**config.mk**
```make
export PLATFORM = sky130hd
export DESIGN_NAME = mse_ram
export DESIGN_NICKNAME = d
export VERILOG_FILES = /design/src/hw/rtl/mse_pkg.sv /design/src/hw/rtl/mse_ram.sv
export SDC_FILE = /design/constraint.sdc
export NUM_CORES = 2
export LEC_CHECK = 0
export BUFFER_PORTS_ARGS = -buffer_cell sky130_fd_sc_hd__buf_4
export CAP_MARGIN = 20
export CORE_UTILIZATION = 46
export DETAILED_ROUTE_END_ITERATION = 8
export GPL_TIMING_DRIVEN = 1
export SYNTH_ARGS = -nofsm -noshare
export SYNTH_HDL_FRONTEND = slang
export SYNTH_SLANG_ARGS = --single-unit
```
**constraint.sdc**
```tcl
create_clock -name clock -period 5.5 [get_ports clock]
set_input_delay 1.375 -clock clock [delete_from_list [all_inputs] [get_ports clock]]
set_output_delay 1.375 -clock clock [all_outputs]
set_load 0.02 [all_outputs]
```
**src/hw/rtl/mse_pkg.sv**
```systemverilog
// ----------------------------------------------------------------------------
// mse_pkg
// Shared types and constants of the merge sort engine.
// ----------------------------------------------------------------------------
package mse_pkg;

   // width of one sorted element
   localparam int unsigned DATA_W = 32;

   // sequencer states, one-hot
   typedef enum logic [4:0] {
      S_LOAD      = 5'b00001,
      S_SETUP     = 5'b00010,
      S_MERGE     = 5'b00100,
      S_OUT_FETCH = 5'b01000,
      S_OUT       = 5'b10000
   } mse_state_type;

endpackage

```
**src/hw/rtl/mse_ram.sv**
```systemverilog
// ----------------------------------------------------------------------------
// mse_ram
// Element memory: one write port, two read ports, registered read data.
// ----------------------------------------------------------------------------
module mse_ram #(
   parameter int unsigned DEPTH = 64,
   parameter int unsigned AW    = 6
) (
   input  logic                        clock,
   input  logic                        wr_en,
   input  logic [AW-1:0]               wr_addr,
   input  logic [mse_pkg::DATA_W-1:0]  wr_data,
   input  logic [AW-1:0]               rd_a_addr,
   input  logic [AW-1:0]               rd_b_addr,
   output logic [mse_pkg::DATA_W-1:0]  rd_a_data,
   output logic [mse_pkg::DATA_W-1:0]  rd_b_data
);

   logic [mse_pkg::DATA_W-1:0] mem [DEPTH];
   logic [mse_pkg::DATA_W-1:0] rd_a_data_ff;
   logic [mse_pkg::DATA_W-1:0] rd_b_data_ff;

   // write one entry per cycle
   always_ff @(posedge clock) begin
      if (wr_en) begin
         mem[wr_addr] <= wr_data;
      end
   end

   // read two entries per cycle, registered
   always_ff @(posedge clock) begin
      rd_a_data_ff <= mem[rd_a_addr];
      rd_b_data_ff <= mem[rd_b_addr];
   end

   assign rd_a_data = rd_a_data_ff;
   assign rd_b_data = rd_b_data_ff;

endmodule

```
==> results.toml <==
[drt]
first_pass_iters = 8
drt-initial-drc-count = 7065
vias = 51900
routedWlPerCell_um = 39.5
ant_nets = 0
route.detailed.drc = 0
drt-total-wl_um = 298000
viasPerCell = 6.89

[clock_tree]
clk_pin_slew_worst_paths_ns = 0.06
cts.sinks = 2112
cts_max_level = 4
cts_made_buffers = 214
worst_skew_pair.late_latency_ns = 0.88
ctsResizeCount = 0
postCtsSetupBuffers = 0
hold_buffers = 0
clk_path_buf_depth = 3
cts-root-buf = "clkbuf_16"
cts_tree = "done"

[sta]
finalSetupTns_ns = 0
fin_ws_ns = 1.74
setup_violations = 0
fmax_mhz = 266
worst_slew_pin_slew_ns = 1.18
fin_crit_sh_pct = 68.4
fin_hold_ws_ns = 0.890
hold_viol_final = 0
finalCriticalPeriod_ns = 3.76
rsz0062_at_grt = "no"
slew_headroom_pct = 21.5
maxSlewViolCount = 0
fin_worst_skew_ns = 0.0334

[logic_synthesis]
synthTopCellsByCount = "2048 x edfxtp_1, 1124 x mux4_2, 204 x mux2i_1"
seq_area_frac_synth_pct = 65.6
synth.top_cell.area_share_pct = 64.3
synth_cell_types = 38
syn-cell-area_mm2 = 0.0957
async_flop_share_pct = 0
ys_warn_count = 0
synth_area_leaders = "edfxtp_1 64%, mux4_2 26%, mux2i_1 2.1%, dfxtp_1 1.3%, a22oi_1 0.67%"
syn_inst = 4412
synth_ff_type = "edfxtp_1"
synth_top_area_cell = "edfxtp_1"
synth_edf_count = 2048
synth.most_common_cell = "edfxtp_1"
syn_avg_cell_area_um2 = 21.7
ys_ff_latch = 2112
synth_nets = 4464

[global_route]
grt_max_degree = 105
antenna_found_initial = 24
grt_overflow_total = 0
grt_pass1_vias = 52200
grt_pass1_wl_um = 414000
grtUsageTotal_pct = 28.5

[layout]
fill_cells = 16000
postLayoutCoreUtil_pct = 52.3
final_cells = 7537
multi_input_area_mm2 = 0.0317
final_nets = 4682
seq_area_mm2 = 0.0628
layout-drive-gt1-share_pct = 39.4
syn_to_final_growth_pct = 13.1
stdcell_area_mm2 = 0.108

[die]
die_h_um = 458
die-area_mm2 = 0.210
io_pins = 116
num_rows = 167
die_w_um = 458
core_mm2 = 0.207
start_util_pct = 46.2

[setup_path]
worstPathRequired_ns = 6.21
cp_top_family = "buffers and inverters"
path_class = "in2reg"
arrival_ns = 4.47
cp-start-kind = "input port"
cp.depth = 7
ff2ff_setup_slack_ns = 3.14
critPathCaptureType = "flop"
cp.buffers_inverters = 3
crit_chain = "buf_8, buf_12, buf_12, mux4_2, mux4_2, o22ai_1, a21oi_1"
cpPeakStageDelay_ns = 0.59
r2r_cells = 4
worstPathMaxFanout = 45
cp_slowest_cell = "o22ai_1"

[place]
port-buffer-count = 115
post_dp_cell_area_mm2 = 0.101
place.gp.congestion = 0.825
pre_cts_ws_ns = 0.879
dpl.hpwl_um = 176000
dp.cells = 7118

[min_path]
hp-class = "reg2reg"
whs_path_depth = 5

[power]
p_total_mw = 35.3
power_leakage_nw = 33.9
ir_worst_vdd_mv = 0.250
power_density_mw_per_mm2 = 327

[job]
max_cap_violations = 0

[run_status]
run_status = "finished, final reports clean"
==> area by class of cell <==
cell class,instances,area share (%)
Antenna cell,16,0.0370
Clock buffer,291,5.41
Inverter,1,0.00347
Timing Repair Buffer,349,3.24
Sequential cell,2112,58.0
Clock inverter,112,0.927
Multi-Input combinational cell,1952,29.2
Tap cell,2704,3.13
==> registers in the layout (all words and copies together) (netlist names) <==
register / count
mem: 2048
rd_a_data: 32
rd_b_data: 32
==> layout by cell type, fill, tap and decap left out, types with 7 or more instances in the layout <==
cell and n:
o32a_1 9, clkbuf_1 60, nor2_1 30, o21ai_0 18, mux2i_1 204, o221ai_1 16, nand2b_1 7, diode_2 16
buf_12 67, buf_4 274, o211ai_1 27, edfxtp_1 2048, bufinv_16 16, nand2_1 91, mux2_2 36, nand3_1 9
clkbuf_16 218, nor2_4 63, clkinv_1 35, a22oi_1 85, nor2b_1 16, clkinv_2 47, a211oi_1 15, clkbuf_8 13
o22ai_1 56, a32oi_1 9, a21oi_1 58, o21ai_1 31, mux4_2 1124, dfxtp_1 64, a221oi_1 13
==> power breakdown <==
group	internal [mW]	leakage [nW]	switching, mW
clock network	8.19	3.38	6.20
logic	1.26	11.6	1.76
registers	17.8	19.0	0.127
==> cells by family (layout without fill, tap and decap cells) <==
family / after synthesis / count (layout) / synth area share, %
other: 0 / 16 / 0
AOI/OAI and AO/OA: 340 / 340 / 2.39
and+or+nand+nor: 248 / 248 / 1.13
DFF: 2112 / 2112 / 65.6
muxes: 1364 / 1364 / 29.0
buffers and inverters: 348 / 753 / 1.83
==> metal layers <==
| metal | vias up | wire, um | global-route usage, % | share of wire, % |
|---|---|---|---|---|
| met5 | - | 57 | 0 | 0.019 |
| met4 | 10 | 9530 | 9.01 | 3.2 |
| met3 | 473 | 30800 | 6.23 | 10 |
| met2 | 2866 | 137000 | 43.3 | 46 |
| met1 | 28600 | 120000 | 41.4 | 40 |
| li1 | 20000 | - | - | - |
==> worst reg2reg max path, cell delays in order (launching register included) <==
cell and delay (ns):
edfxtp_1 0.39, mux4_2 0.50, mux4_2 0.48, o22ai_1 0.67, a21oi_1 0.14
==> worst paths after layout <==
kind / from / endpoint
worst max-delay path: rd_b_addr[0] / rd_b_data[31]$_DFF_P_
worst min-delay path: mem[28][26]$_DFFE_PP_ / rd_a_data[26]$_DFF_P_
worst max register to register: mem[19][26]$_DFFE_PP_ / rd_b_data[26]$_DFF_P_
worst min register to register: mem[28][26]$_DFFE_PP_ / rd_a_data[26]$_DFF_P_
Note: power is estimated with default switching activity, not from simulation.
